--- src/design/cla_pkg.sv ---
package cla_pkg;

  localparam int MAX_LINE_DEF = 512;
  localparam int MAX_CHUNK    = 20;
  localparam int CNT_W        = 5;
  localparam int LANES        = 32;
  localparam int LANE_W       = 5;
  localparam int WORD_W       = 6;
  localparam int LEN_W_DEF    = $clog2(MAX_LINE_DEF + 1);

  localparam logic [31:0] TIMEOUT_RESET = 32'd10000;
  localparam logic [7:0]  NEWLINE       = 8'h0A;
  localparam logic [7:0]  SCAN_CHAR     = 8'h58;
  localparam logic [7:0]  NUL_CHAR      = 8'h00;

  typedef logic [7:0] byte_t;
  typedef logic [MAX_CHUNK-1:0][7:0] chunk_t;

  typedef enum logic [1:0] {
    OP_FEED  = 2'd0,
    OP_CLEAR = 2'd1,
    OP_READ  = 2'd2,
    OP_NONE  = 2'd3
  } op_t;

  typedef enum logic [2:0] {
    ST_OK       = 3'd0,
    ST_COMPLETE = 3'd1,
    ST_BAD_LEN  = 3'd2,
    ST_TIMEOUT  = 3'd3,
    ST_TOO_LONG = 3'd4,
    ST_PROTO    = 3'd5
  } status_t;

  // chunk write broadcast to the byte lanes
  typedef struct packed {
    logic             en;
    logic [CNT_W-1:0] count;
    chunk_t           data;
  } wr_t;

  // result beat waiting for the read merge
  typedef struct packed {
    logic              valid;
    status_t           status;
    logic              disc;
    logic              rd;
    logic [WORD_W-1:0] word;
  } res_t;

  // row address bits of one byte lane bank
  function automatic int row_bits(int max_line);
    int rows;
    rows = (max_line + LANES - 1) >> LANE_W;
    return (rows > 1) ? $clog2(rows) : 1;
  endfunction

endpackage

--- src/design/cla_lane.sv ---
module cla_lane import cla_pkg::*; #(
  parameter int MAX_LINE = MAX_LINE_DEF,
  parameter int LANE     = 0
) (
  input  logic                      clk,
  input  wr_t                       wr,
  input  logic [LANE_W+row_bits(MAX_LINE)-1:0] wr_base,
  input  logic                      rd_en,
  input  logic [row_bits(MAX_LINE)-1:0] rd_row,
  output byte_t                     rd_byte
);

  localparam int ROWS  = (MAX_LINE + LANES - 1) / LANES;
  localparam int ROW_W = row_bits(MAX_LINE);
  localparam int PW    = LANE_W + ROW_W;

  byte_t mem [ROWS];

  logic [LANE_W-1:0] idx;
  logic [PW-1:0]     pos;
  logic              act;
  byte_t             wbyte;

  // chunk byte that lands in this lane, relative to the line fill point
  always_comb begin
    idx   = LANE_W'(LANE) - wr_base[LANE_W-1:0];
    pos   = wr_base + PW'(idx);
    act   = wr.en && (idx < wr.count);
    wbyte = (idx < LANE_W'(MAX_CHUNK)) ? wr.data[idx] : NUL_CHAR;
  end

  always_ff @(posedge clk) begin
    if (act) begin
      mem[pos[PW-1:LANE_W]] <= wbyte;
    end
  end

  always_ff @(posedge clk) begin
    if (rd_en) begin
      rd_byte <= mem[rd_row];
    end
  end

endmodule

--- config.mk ---
export PLATFORM = sky130hd
export DESIGN_NAME = cla_lane
export DESIGN_NICKNAME = d
export VERILOG_FILES = /design/src/design/cla_pkg.sv /design/src/design/cla_lane.sv
export SDC_FILE = /design/constraint.sdc
export NUM_CORES = 1
export LEC_CHECK = 0
export ABC_CLOCK_PERIOD_IN_PS = 9700
export BUFFER_PORTS_ARGS = -buffer_cell sky130_fd_sc_hd__buf_2
export CAP_MARGIN = 10
export CORE_MARGIN = 4
export CORE_UTILIZATION = 50
export CTS_CLUSTER_SIZE = 24
export DETAILED_ROUTE_END_ITERATION = 10
export GPL_TIMING_DRIVEN = 0
export PLACE_DENSITY_LB_ADDON = 0.15
export SYNTH_ARGS = -nofsm -noshare
export SYNTH_HDL_FRONTEND = slang
export SYNTH_SLANG_ARGS = --single-unit
--- constraint.sdc ---
create_clock -name clk -period 9.7 [get_ports clk]
set_clock_uncertainty 0.15 [all_clocks]
set_input_delay 0.97 -clock clk [delete_from_list [all_inputs] [get_ports clk]]
set_output_delay 0.97 -clock clk [all_outputs]
set_load 0.005 [all_outputs]
[After elaboration in Yosys (flattened, before gate mapping)]
Memory sizes are Yosys's and may differ from the RTL's. A register that Yosys moved wholly into a read port is not among the register bits.
Index checks and enable logic that the tools add are counted.
Word-level totals
  register bits: 0
  memories kept: 1
  memory bits (writable): 128
  input bits: 181
  logic and storage cells: 12
Operators by class
  multiplexer cells: 5
  reductions and logical operators: 1
  $lt $le $gt $ge: 3
  $add $sub $neg: 2
Memory list
  mem: depth 16, width 8, rd ports 1, clocked after memory_dff 1, wr ports 1, line cla_lane.sv:17  | byte_t mem [ROWS];
Operators with widths (count)
  8-bit binary-select mux with 5-bit select: 1
  8-bit two-way mux: 2
  9-bit by 5-bit adder with 9-bit output: 1
  5-bit by 6-bit < comparator with 1-bit output (second input constant): 1
  5-bit < comparator: 1
  5-bit < comparator (second input constant): 1
  1-bit by 5-bit subtractor with 5-bit output (first input constant): 1
  1-bit two-way mux: 2
  1-bit logical AND: 1

[Longest topological paths before layout]
  word-level depth: 5
  mapped depth: 12
  mapped depth without buffers: 11

[Worst setup path before layout]
No wires, ideal clock.
  path type: input -> register
  start point: input port wr_base[0]
  end point: memory mem[10][0] (netlist bit) (enable)
  setup slack: 4925 ps
  data arrival time: 4227 ps
  setup time: 398 ps
  stages on the path: 10
  buffers on the path: 3
  cells stage by stage: buf_6 -> buf_2 -> buf_2 -> nor3_1 -> ha_1 -> xor2_1 -> o311a_2 -> or4_4 -> nand3_4 -> nor4b_1
On the way
  word-level cells in the longest chain between the ends: 5
Ends and longest elaborated chain
  start: declaration: line cla_lane.sv:7  | input logic [LANE_W+row_bits(MAX_LINE)-1:0] wr_base,
  1-bit by 5-bit subtractor with 5-bit output: line cla_lane.sv:26  | idx = LANE_W'(LANE) - wr_base[LANE_W-1:0];
  5-bit < comparator: line cla_lane.sv:28  | act = wr.en && (idx < wr.count);
  1-bit logical AND: line cla_lane.sv:28
  1-bit two-way mux: line cla_lane.sv:33  | if (act) begin
  1-bit two-way mux (not written as such): line cla_lane.sv:34  | mem[pos[PW-1:LANE_W]] <= wbyte;
  end: declaration: line cla_lane.sv:17
Several ways; a longest one is shown, not always the timed one.

[Final worst setup path]
  start point: input port wr_base[0]
  end point: memory mem[8][2] (netlist bit) (enable)
Same word-level chain as after synthesis.

==> impl_metrics.csv <==
group,metric,value,unit
placed_design,place_area,8200,um^2
clocking,postCtsSetupRepairBufs,0,
synth,syn_inst,351,
setup_path,crit_type,"input pin to register",
floorplanning,die_area,15700,um^2
power,total_power,1.60,mW
grt,grtUsageTotal,24.0,%
setup_path,worstReg2RegEnd,"rd_byte[3]$_DFFE_PP_",
clocking,cts.path.max_buffers,2,
synth,seq_area_frac_synth,59.3,%
clocking,cts_made_buffers,17,
synth,synthArstFlopShare,0,%
routing,totalWireLength,18200,um
cells_and_area,synthToLayoutAreaGrowth,28.4,%
cells_and_area,final_common_cell,"buf_2",
hold_path,min_path_type,"register to register",
placed_design,dp_hpwl,14100,um
job,drv_cap,0,
cells_and_area,layout.nets,757,
grt,grt_pass1_wl,27900,um
cells_and_area,stdcell_area,8850,um^2
floorplanning,ioPinCount,189,
sta,setup_violations,0,
clocking,cts_tree,"yes",
setup_path,worstPathArrival,4.63,ns
synth,ys.warnings.count,0,
setup_path,crit_fanout,10,
cells_and_area,layout_common_cells,"buf_2, edfxtp_1, mux4_2, clkbuf_16, buf_4",
sta,setup_tns,0,ns
setup_path,cp.required,9.58,ns
floorplanning,rows,42,
grt,grt.overflow.total,0,
setup_path,critPathCaptureType,"register",
grt,grt_start_max_net_pins,17,
power,peakVddDrop,0.135,mV
hold_path,hold_path.startpoint,"mem[2][4]$_DFFE_PP_",
clocking,clk_pin_slew,0.05,ns
routing,viasPerCell,5.97,
hold_path,hold_end,"rd_byte[4]$_DFFE_PP_",
clocking,cts-root-buf,"clkbuf_16",
synth,syn_nets,541,
setup_path,setup.worst_path.start_class,"input pin",
power,p_per_area,181,nW/um^2
floorplanning,die_height,125,um
sta,fin_crit_sh,49.0,%
synth,synth_top_area_share,59.3,%
synth,syn_area,6890,um^2
sta,setup_ws,4.95,ns
routing,drt_pass1_iterations,5,
clocking,holdBufCountCts,0,
synth,synth-seq-cells,136,
placed_design,place.gp.congestion,0.931,
placed_design,post-place-ws,4.46,ns
routing,drtAntennaViolNets,0,
setup_path,regToRegSetupSlack,7.83,ns
synth,synth_cell_type_count,43,
routing,wl_per_cell,24.1,um
setup_path,timing.rr.start,"mem[13][3]$_DFFE_PP_",
sta,max_freq,210,MHz
power,leakage,3.10,nW
sta,hold_viol_final,0,
sta,rsz0062_at_grt,"false",
synth,ys.flop_type,"edfxtp_1",
placed_design,port-buffer-count,183,
cells_and_area,drive_gt1_share,60.0,%
grt,grt_use_met3,4.39,%
setup_path,r2r_cells,2,
synth,synth_edf_count,136,
grt,globalRouteMet1Util,29.1,%
grt,grt_pass1_vias,4950,
grt,antenna_found_initial,1,
sta,worst_pin_slew,1.22,ns
grt,grtUsageMet2,42.7,%
floorplanning,start_util,51.6,%
clocking,clock_sinks,136,
sta,maxSlewViolCount,0,
clocking,clock_latency,0.41,ns
sta,period_minus_slack,4.75,ns
clocking,cts_resized,0,
synth,synth_area_per_cell,19.6,um^2
synth,synth_top_area_cell,"edfxtp_1",
floorplanning,core,13300,um^2
synth,yosys-top-cells-area,"edfxtp_1, mux4_2, ha_1, mux2i_1, mux2_2",
sta,worst_slew_margin_rel,18.4,%
status,run_status,"completed",
routing,vias,4520,
grt,top_usage_layer,"met2",
routing,drc_errors,0,
clocking,htreeDepth,4,
floorplanning,die_w,125,um
routing,drt_iter0_drc,294,
hold_path,worstHoldPathCells,2,
## routing by layer
metal | vias to the layer above | wire (um)
met5 | - | 0
met4 | 0 | 514
met3 | 36 | 1070
met2 | 197 | 9860
met1 | 2313 | 6810
li1 | 1974 | -
## cell usage after synthesis (4+ instances only)
| master | count |
|---|---|
| edfxtp_1 | 136 |
| mux2i_1 | 9 |
| nand2_1 | 10 |
| mux4_2 | 81 |
| mux2_2 | 8 |
| buf_2 | 8 |
| nor4_1 | 4 |
| o22ai_1 | 7 |
| a22oi_1 | 7 |
| o21ai_0 | 4 |
| clkbuf_1 | 8 |
| ha_1 | 9 |
| inv_1 | 6 |
| nor4b_1 | 7 |
| buf_1 | 4 |
## area by class of cell
class / instances / area [um^2]
fill: 953 / 4500
tap: 176 / 220
multi-input combinational: 184 / 2760
antenna: 1 / 2.50
timing repair buffer: 197 / 1020
inverter: 9 / 33.8
sequential: 136 / 4080
buffer: 22 / 111
clock buffer: 20 / 437
clock inverter: 12 / 175
## flip-flops by register name (all words and copies together) (netlist names)
register,flops
rd_byte,8
mem,128
## through the flow
stage | hold WS [ns] | utilization, % | cells
after floorplan | 0.667 | - | 351
after CTS | 0.704 | 66.0 | 755
after detailed placement | 0.692 | 61.4 | 723
after global placement | 0.677 | 60.1 | 710
after global routing | 0.732 | 66.3 | 757
final | 0.708 | 66.3 | 757
## kinds of logic after synthesis
| family | Yosys count | synth area share [%] |
|---|---|---|
| muxes | 98 | 29.1 |
| and+or+nand+nor | 44 | 4.41 |
| AOI/OAI and AO/OA | 27 | 2.72 |
| adders and majority gates | 9 | 1.63 |
| DFF | 136 | 59.3 |
| xor gates and xnor gates | 6 | 0.763 |
| buffers and inverters | 31 | 2.11 |
## worst max path at each step
stage,start,endpoint,slack (ns)
floorplan,wr_base[0],mem[10][0]$_DFFE_PP_,4.92
global placement,wr_base[0],mem[11][0]$_DFFE_PP_,3.92
detailed placement,wr_base[0],mem[8][2]$_DFFE_PP_,4.46
CTS,wr_base[0],mem[8][5]$_DFFE_PP_,4.88
global route,wr_base[0],mem[8][7]$_DFFE_PP_,4.61
finish,wr_base[0],mem[8][2]$_DFFE_PP_,4.95
## power breakdown
group          internal (mW)  total (mW)  switching (mW)
logic                  0.115       0.242           0.127
registers              0.692       0.697         0.00464
clock network          0.429       0.660           0.231
## worst max-delay path: stages
cell and delay, ns:
buf_6 0.11, inv_1 0.07, ha_1 0.25, ha_1 0.38
buf_1 0.43, inv_2 0.22, ha_1 0.34, a21oi_1 0.13
o21ai_0 0.10, a31oi_1 0.22, nand3_1 0.37, nor4b_2 1.03
Note: power is estimated with default switching activity, not from simulation.
