$ cat src/design/cla_pkg.sv
package cla_pkg;

  localparam int MAX_LINE_DEF = 512;
  localparam int MAX_CHUNK    = 20;
  localparam int CNT_W        = 5;
  localparam int LANES        = 32;
  localparam int LANE_W       = 5;
  localparam int WORD_W       = 6;
  localparam int LEN_W_DEF    = $clog2(MAX_LINE_DEF + 1);

  localparam logic [31:0] TIMEOUT_RESET = 32'd10000;
  localparam logic [7:0]  NEWLINE       = 8'h0A;
  localparam logic [7:0]  SCAN_CHAR     = 8'h58;
  localparam logic [7:0]  NUL_CHAR      = 8'h00;

  typedef logic [7:0] byte_t;
  typedef logic [MAX_CHUNK-1:0][7:0] chunk_t;

  typedef enum logic [1:0] {
    OP_FEED  = 2'd0,
    OP_CLEAR = 2'd1,
    OP_READ  = 2'd2,
    OP_NONE  = 2'd3
  } op_t;

  typedef enum logic [2:0] {
    ST_OK       = 3'd0,
    ST_COMPLETE = 3'd1,
    ST_BAD_LEN  = 3'd2,
    ST_TIMEOUT  = 3'd3,
    ST_TOO_LONG = 3'd4,
    ST_PROTO    = 3'd5
  } status_t;

  // chunk write broadcast to the byte lanes
  typedef struct packed {
    logic             en;
    logic [CNT_W-1:0] count;
    chunk_t           data;
  } wr_t;

  // result beat waiting for the read merge
  typedef struct packed {
    logic              valid;
    status_t           status;
    logic              disc;
    logic              rd;
    logic [WORD_W-1:0] word;
  } res_t;

  // row address bits of one byte lane bank
  function automatic int row_bits(int max_line);
    int rows;
    rows = (max_line + LANES - 1) >> LANE_W;
    return (rows > 1) ? $clog2(rows) : 1;
  endfunction

endpackage

$ cat src/design/cla_if.sv


interface cla_rsp_if import cla_pkg::*; #(parameter int LEN_W = LEN_W_DEF);
  logic             valid;
  logic             ready;
  logic [2:0]       status;
  logic [LEN_W-1:0] line_length;
  logic             discarding;
  logic [63:0]      read_data;

  modport source (output valid, status, line_length, discarding, read_data, input ready);
  modport sink   (input valid, status, line_length, discarding, read_data, output ready);
endinterface


$ cat src/design/cla_merge.sv
module cla_merge import cla_pkg::*; #(
  parameter int MAX_LINE = MAX_LINE_DEF
) (
  input  logic                      clk,
  input  logic                      rst,
  input  res_t                      s2,
  input  logic [$clog2(MAX_LINE+1)-1:0] s2_len,
  input  logic [LANES-1:0][7:0]     lane_rd,
  output logic                      s2_ready,
  cla_rsp_if.source                 rsp
);

  localparam int LEN_W = $clog2(MAX_LINE + 1);
  localparam int PW    = WORD_W + 3;
  localparam int CW    = (LEN_W > PW) ? LEN_W : PW;

  logic                 out_v;
  status_t              out_status;
  logic [LEN_W-1:0]     out_len;
  logic                 out_disc;
  logic [63:0]          out_data;
  logic [63:0]          word_data;
  logic [PW-1:0]        pos;
  logic [LANE_W-1:0]    lane;

  assign s2_ready = !out_v || rsp.ready;

  // pick the eight lanes of the word and blank bytes past the line end
  always_comb begin
    word_data = '0;
    pos       = '0;
    lane      = '0;
    for (int k = 0; k < 8; k++) begin
      pos  = {s2.word, 3'(k)};
      lane = {s2.word[1:0], 3'(k)};
      if (s2.rd && (CW'(pos) < CW'(s2_len))) begin
        word_data[8*k +: 8] = lane_rd[lane];
      end
    end
  end

  always_ff @(posedge clk) begin
    if (rst) begin
      out_v <= 1'b0;
    end else if (s2.valid && s2_ready) begin
      out_v <= 1'b1;
    end else if (rsp.ready) begin
      out_v <= 1'b0;
    end
  end

  always_ff @(posedge clk) begin
    if (s2.valid && s2_ready) begin
      out_status <= s2.status;
      out_len    <= s2_len;
      out_disc   <= s2.disc;
      out_data   <= word_data;
    end
  end

  assign rsp.valid       = out_v;
  assign rsp.status      = out_status;
  assign rsp.line_length = out_len;
  assign rsp.discarding  = out_disc;
  assign rsp.read_data   = out_data;

`ifndef ASSERT_OFF
  a_data_zero: assert property (@(posedge clk) disable iff (rst)
    (s2.valid && s2_ready && !s2.rd) |=> (out_data == '0))
    else $error("read data on a beat that is not a read");

  a_out_hold: assert property (@(posedge clk) disable iff (rst)
    (out_v && !rsp.ready) |=> (out_v && $stable(out_data) && $stable(out_len)))
    else $error("output beat changed while stalled");

  a_len_bound: assert property (@(posedge clk) disable iff (rst)
    out_v |-> (out_len <= LEN_W'(MAX_LINE)))
    else $error("line length beyond store");
`endif

endmodule

$ cat src/flat_wrapper.sv
// flat-port wrapper written by rule: the top's interface ports become plain ports
module cla_merge_flat import cla_pkg::*;
#(
  parameter int MAX_LINE = MAX_LINE_DEF
)
  (clk, rst, s2, s2_len, lane_rd, s2_ready, rsp_valid, rsp_status, rsp_line_length, rsp_discarding, rsp_read_data, rsp_ready);
  cla_rsp_if rsp_i ();
  input  logic clk;
  input  logic rst;
  input  res_t s2;
  input  logic [$clog2(MAX_LINE+1)-1:0] s2_len;
  input  logic [LANES-1:0][7:0] lane_rd;
  output logic s2_ready;
  output wire logic [$bits(rsp_i.valid)-1:0] rsp_valid;
  output wire logic [$bits(rsp_i.status)-1:0] rsp_status;
  output wire logic [$bits(rsp_i.line_length)-1:0] rsp_line_length;
  output wire logic [$bits(rsp_i.discarding)-1:0] rsp_discarding;
  output wire logic [$bits(rsp_i.read_data)-1:0] rsp_read_data;
  input wire logic [$bits(rsp_i.ready)-1:0] rsp_ready;
  assign rsp_valid = rsp_i.valid;
  assign rsp_status = rsp_i.status;
  assign rsp_line_length = rsp_i.line_length;
  assign rsp_discarding = rsp_i.discarding;
  assign rsp_read_data = rsp_i.read_data;
  assign rsp_i.ready = rsp_ready;
  cla_merge #(.MAX_LINE(MAX_LINE)) u_core (.clk(clk), .rst(rst), .s2(s2), .s2_len(s2_len), .lane_rd(lane_rd), .s2_ready(s2_ready), .rsp(rsp_i));
endmodule
$ cat config.mk
export PLATFORM = sky130hd
export DESIGN_NAME = cla_merge_flat
export DESIGN_NICKNAME = d
export VERILOG_FILES = /design/src/design/cla_pkg.sv /design/src/design/cla_if.sv /design/src/design/cla_merge.sv /design/src/flat_wrapper.sv
export SDC_FILE = /design/constraint.sdc
export NUM_CORES = 1
export LEC_CHECK = 0
export ABC_AREA = 1
export BUFFER_PORTS_ARGS = -buffer_cell sky130_fd_sc_hd__buf_4
export CAP_MARGIN = 5
export CORE_AREA = 2 2 139 141
export DETAILED_ROUTE_END_ITERATION = 8
export DIE_AREA = 0 0 141 143
export GPL_ROUTABILITY_DRIVEN = 0
export GPL_TIMING_DRIVEN = 1
export PLACE_DENSITY = 0.65
export SLEW_MARGIN = 20
export SYNTH_ARGS = -nofsm -noshare
export SYNTH_HDL_FRONTEND = slang
export SYNTH_SLANG_ARGS = --single-unit
$ cat constraint.sdc
create_clock -name clk -period 6.51 [get_ports clk]
set_clock_uncertainty 0.2 [all_clocks]
set_input_delay 0.9765 -clock clk [delete_from_list [all_inputs] [get_ports clk]]
set_output_delay 0.9765 -clock clk [all_outputs]
set_load 0.05 [all_outputs]
# After elaboration in Yosys (flattened, before gate mapping)
# Cells that the tools add are included.
# totals
register_bits,79
out_inout_bits,80
wordCells,58
# classes
order_cmp,16
muxes,18
reduce_logical,12
# ops
cell,n
8-bit binary-select mux with 2-bit select,8
9-bit by 10-bit less-than comparator with 1-bit output,8
8-bit 2-to-1 mux,8
"5-bit by 6-bit less-than comparator with 1-bit output, second input constant",8
1-bit logical AND,9
1-bit 2-to-1 mux,2
2-bit nonzero test,1
1-bit logical NOT,1
1-bit logical OR,1

# Logic depth before layout (Yosys ltp)
# logic_depth
word_depth,4
ltp_mapped,11
depth_no_buf,9

# Least setup slack after synthesis
# OpenSTA, ideal clock, no wires.
# synth_path
path_type,input to register
from,input s2[11] in the netlist's numbering
to,register u_core.out_disc (netlist: u_core.rsp.discarding) (enable)
setup_ns,0.539
t_arrival_ns,4.794
required_ns,5.771
path_slack_ns,0.977
cell_stages,2
path_buffers,0
path_cell_list,inv_1 a21oi_1
# synth_between
elab_chain_len,1
# synth_rtl
item,line_no,rtl
"start, declared",flat_wrapper.sv:10,input res_t s2;
1-bit logical AND,cla_merge.sv:53,if (s2.valid && s2_ready) begin
"end signal, assigned",cla_merge.sv:56,out_disc <= s2.disc;
"end, declared",cla_merge.sv:20,logic out_disc;
# No other way between the ends.
# A chain may end at the register's enable or synchronous reset.

# Worst setup path after layout
# layout_path
from,input s2[0] in the netlist's numbering
to,register u_core.out_data[37] (netlist: u_core.rsp.read_data[37]) (data pin)
# layout_between
elab_chain_len,2
elab_cells_between_ends,4
# layout_rtl
item,line_no,rtl
9-bit by 10-bit less-than comparator with 1-bit output / 8-bit binary-select mux with 2-bit select (equally long branches),"cla_merge.sv:36, cla_merge.sv:37",
1-bit logical AND / 8-bit 2-to-1 mux (equally long branches),"cla_merge.sv:36, cla_merge.sv:37",
"end signal, assigned",cla_merge.sv:57,out_data <= word_data;
"end, declared",cla_merge.sv:21,logic [63:0] out_data;
# Several ways; a longest one is shown, not always the timed one. The select of a mux whose other input is x is not followed.

==> results.txt <==
Hold slack final - 350.3 ps
Width of the die - 141 µm
Sequential share of the synthesized area - 47.75%
Total negative setup slack - 0 ps
Biggest area consumer among synthesized cells - sky130_fd_sc_hd__edfxtp_1
DR DRC count - 0
Initial detailed-routing violation count - 245
Die Span Y - 143 µm
Maximum number of pins on one net before global-route repair - 80
Count leader, synth - sky130_fd_sc_hd__nor2_1
Startpoint Class - primary input
First-pass GRT wire length - 28.69 mm
Vias post-DR - 5695
Most common library cells after synthesis - sky130_fd_sc_hd__nor2_1, sky130_fd_sc_hd__o21ai_0, sky130_fd_sc_hd__edfxtp_1
Number of levels in the clock H-tree - 3
Total global routing track utilization - 18.40%
Setup repair after global routing missed its margin - no
CTS Buffer Depth - 2
Syn_nets - 919
Die Area - 20160 µm²
WL final - 19.32 mm
Type of the worst min-delay path - flip-flop to flip-flop
Cell leakage power - 3.780 nW
Final worst path period share - 57.13%
Post-detailed-route via-to-cell ratio - 4.738
Gate family responsible for the most delay along the worst path - buffers and inverters
Critical-path top delay cell - sky130_fd_sc_hd__clkinv_2
Mapped Avg Cell Area - 7.840 µm²
Min Clock Period, post-route - 3719 ps
Share of post-route cells with drive strength above 1 - 40.08%
Final Max Slew Viols - 0
Final setup violation count - 0
Clock buffer count from CTS - 9
Power per cell area - 197.0 nW/µm²
Clock slew seen by the registers of the worst setup and hold paths - 60 ps
Via count of the first global-routing pass - 5567
Placed cell area - 7747 µm²
Post-Synthesis Cells - 631
Max-cap viol count - 0
Half-perimeter wire length after placement - 14.68 mm
Critical path arrival - 3700 ps
Post-layout util - 43.07%
Critical Path Most Common Cell - sky130_fd_sc_hd__nand2_1
GRT busiest layer - met2
Core footprint - 18580 µm²
Initial antenna violation count - 0
Per-cell routed wire length - 16.07 µm
Post-synthesis register bit count - 79
Number of cells upsized or downsized after cts - 0
Met2 capacity usage during global routing - 34.97%
Mapped cell area - 4947 µm²
# port buffers - 360
Clock Root Buffer - sky130_fd_sc_hd__clkbuf_16
Achievable clock frequency - 268.9 MHz
Fraction of met3 tracks used by global routing - 4.091%
Required time of the critical path - 6490 ps
Endpoints failing hold - 0
Synth cell types - 21
Clock Sink Count - 79
Async set or reset register ratio after synthesis - 0%
Top cells by area, synth - sky130_fd_sc_hd__edfxtp_1, sky130_fd_sc_hd__nor2_1, sky130_fd_sc_hd__o21ai_0, sky130_fd_sc_hd__o22ai_1, sky130_fd_sc_hd__inv_1
Biggest fanout along the worst timing path - 78
Number of nets in the finished design - 1252
Source-to-sink clock delay at the later pin of the worst-skew pair - 330 ps
Kind of end point of the critical path - flip-flop
Synth warn - 0
Outcome - finished clean
Crit path kind - primary input to flip-flop
Proportion of netlist area held by the largest area contributor - 47.34%
Residual overflow from global routing - 0
Post-CTS repair timing setup buffer count - 0
Number of detailed-route iterations in the first pass - 4
Count of flip-flops with a built-in enable after synthesis - 78
# IOs - 361
Worst relative slew slack - 28.35%
Clock tree from TritonCTS - built
Slew @ Worst Pin - 1075 ps
Maximum single-stage delay on the critical path - 840 ps
Top FF cell, synth - sky130_fd_sc_hd__edfxtp_1
N_diodes - 0
Maximum vdd drop - 100.3 µV
Layout overhead on the synthesized area - 61.76%
Critical Path, Cell by Cell - buf_4 -> clkinv_2 -> ha_1 -> nand2_1 -> nand2_1 -> nand2_1 -> nand2_1 -> nand2_1 -> nand3_2 -> nor2_1
Worst Path Buf+Inv - 2
Global-route met1 utilization - 20.16%
Count of standard-cell rows - 50
Starting Density - 26.63%
Number of nets with antenna violations after detailed routing - 0
Hold bufs inserted after CTS - 0
Post-route cell area - 8003 µm²
-- sequential cells by signal, indices dropped and copies added (netlist names) --
register                count
u_core.rsp.status           3
u_core.rsp.discarding       1
u_core.rsp.read_data       64
u_core.rsp.line_length     10
u_core.rsp.valid            1
-- through the flow --
step	std cells	worst slack (ps)	power [W]
3_3_place_gp	1187	2493	0.001141
3_5_place_dp	1187	2440	0.001146
5_1_grt	1202	2431	0.001656
6_report	1202	2791	0.001576
4_1_cts	1202	2799	0.001600
2_1_floorplan	631	976.8	0.0009132
-- layout by cell type, fill, tap and decap left out --
| cell | count |
|---|---|
| sky130_fd_sc_hd__nor2_2 | 1 |
| sky130_fd_sc_hd__edfxtp_1 | 78 |
| sky130_fd_sc_hd__nand2_2 | 1 |
| sky130_fd_sc_hd__a21oi_4 | 1 |
| sky130_fd_sc_hd__clkbuf_16 | 9 |
| sky130_fd_sc_hd__nor2_4 | 1 |
| sky130_fd_sc_hd__dfxtp_1 | 1 |
| sky130_fd_sc_hd__clkinv_2 | 4 |
| sky130_fd_sc_hd__clkinvlp_4 | 1 |
| sky130_fd_sc_hd__clkinv_1 | 1 |
| sky130_fd_sc_hd__nor2_1 | 204 |
| sky130_fd_sc_hd__buf_4 | 363 |
| sky130_fd_sc_hd__a21oi_1 | 11 |
| sky130_fd_sc_hd__inv_1 | 69 |
| sky130_fd_sc_hd__nand3_2 | 6 |
| sky130_fd_sc_hd__o21ai_0 | 127 |
| sky130_fd_sc_hd__nand3_1 | 6 |
| sky130_fd_sc_hd__o21ai_1 | 3 |
| sky130_fd_sc_hd__o22ai_1 | 56 |
| sky130_fd_sc_hd__inv_2 | 1 |
| sky130_fd_sc_hd__clkbuf_1 | 1 |
| sky130_fd_sc_hd__ha_1 | 7 |
| sky130_fd_sc_hd__nand2_1 | 16 |
-- final timing paths --
check | cells past startpoint | start | slack (ps) | endpoint
worst max-delay path | 10 | s2[0] | 2790 | u_core.rsp.read_data[37]
worst min-delay path | 2 | u_core.rsp.valid | 350 | u_core.rsp.valid
worst max register to register | 2 | u_core.rsp.valid | 4590 | u_core.rsp.read_data[15]
worst min register to register | 2 | u_core.rsp.valid | 350 | u_core.rsp.valid
-- worst reg2reg max path: stages (launching register included) --
cell                      delay, ps
sky130_fd_sc_hd__dfxtp_1        350
sky130_fd_sc_hd__a21oi_4        140
sky130_fd_sc_hd__buf_4          770
-- routing by layer --
layer,routed length (µm),vias up,part of all wire [%]
met5,0,-,0
met4,425,0,2.2
met3,1444,27,7.5
met2,10100,275,52
met1,7347,2586,38
li1,-,2807,-
-- where the power goes --
group / leakage [nW] / switching, W / internal [W]
logic: 2.87 / 0.000304 / 0.000206
clock network: 0.126 / 0.000193 / 0.000253
registers: 0.783 / 0.0000121 / 0.000608
total: 3.78 / 0.000509 / 0.00107
-- kinds of logic after synthesis --
logic type / count (synthesis) / share of synthesized area [%]
AOI/OAI and AO/OA: 198 / 21.45
adders and majority gates: 7 / 1.770
buffers and inverters: 112 / 10.04
DFF: 79 / 47.75
and+or+nand+nor: 235 / 18.99
-- cell type report --
type / instances / area [µm²]
clock inverter: 5 / 26.28
inverter: 71 / 267.8
multi-input combinational: 440 / 2100
tap: 234 / 292.8
sequential: 79 / 2362
fill: 1924 / 10580
clock buffer: 10 / 229.0
timing repair buffer: 363 / 2725
(Power assumes the default switching activity.)
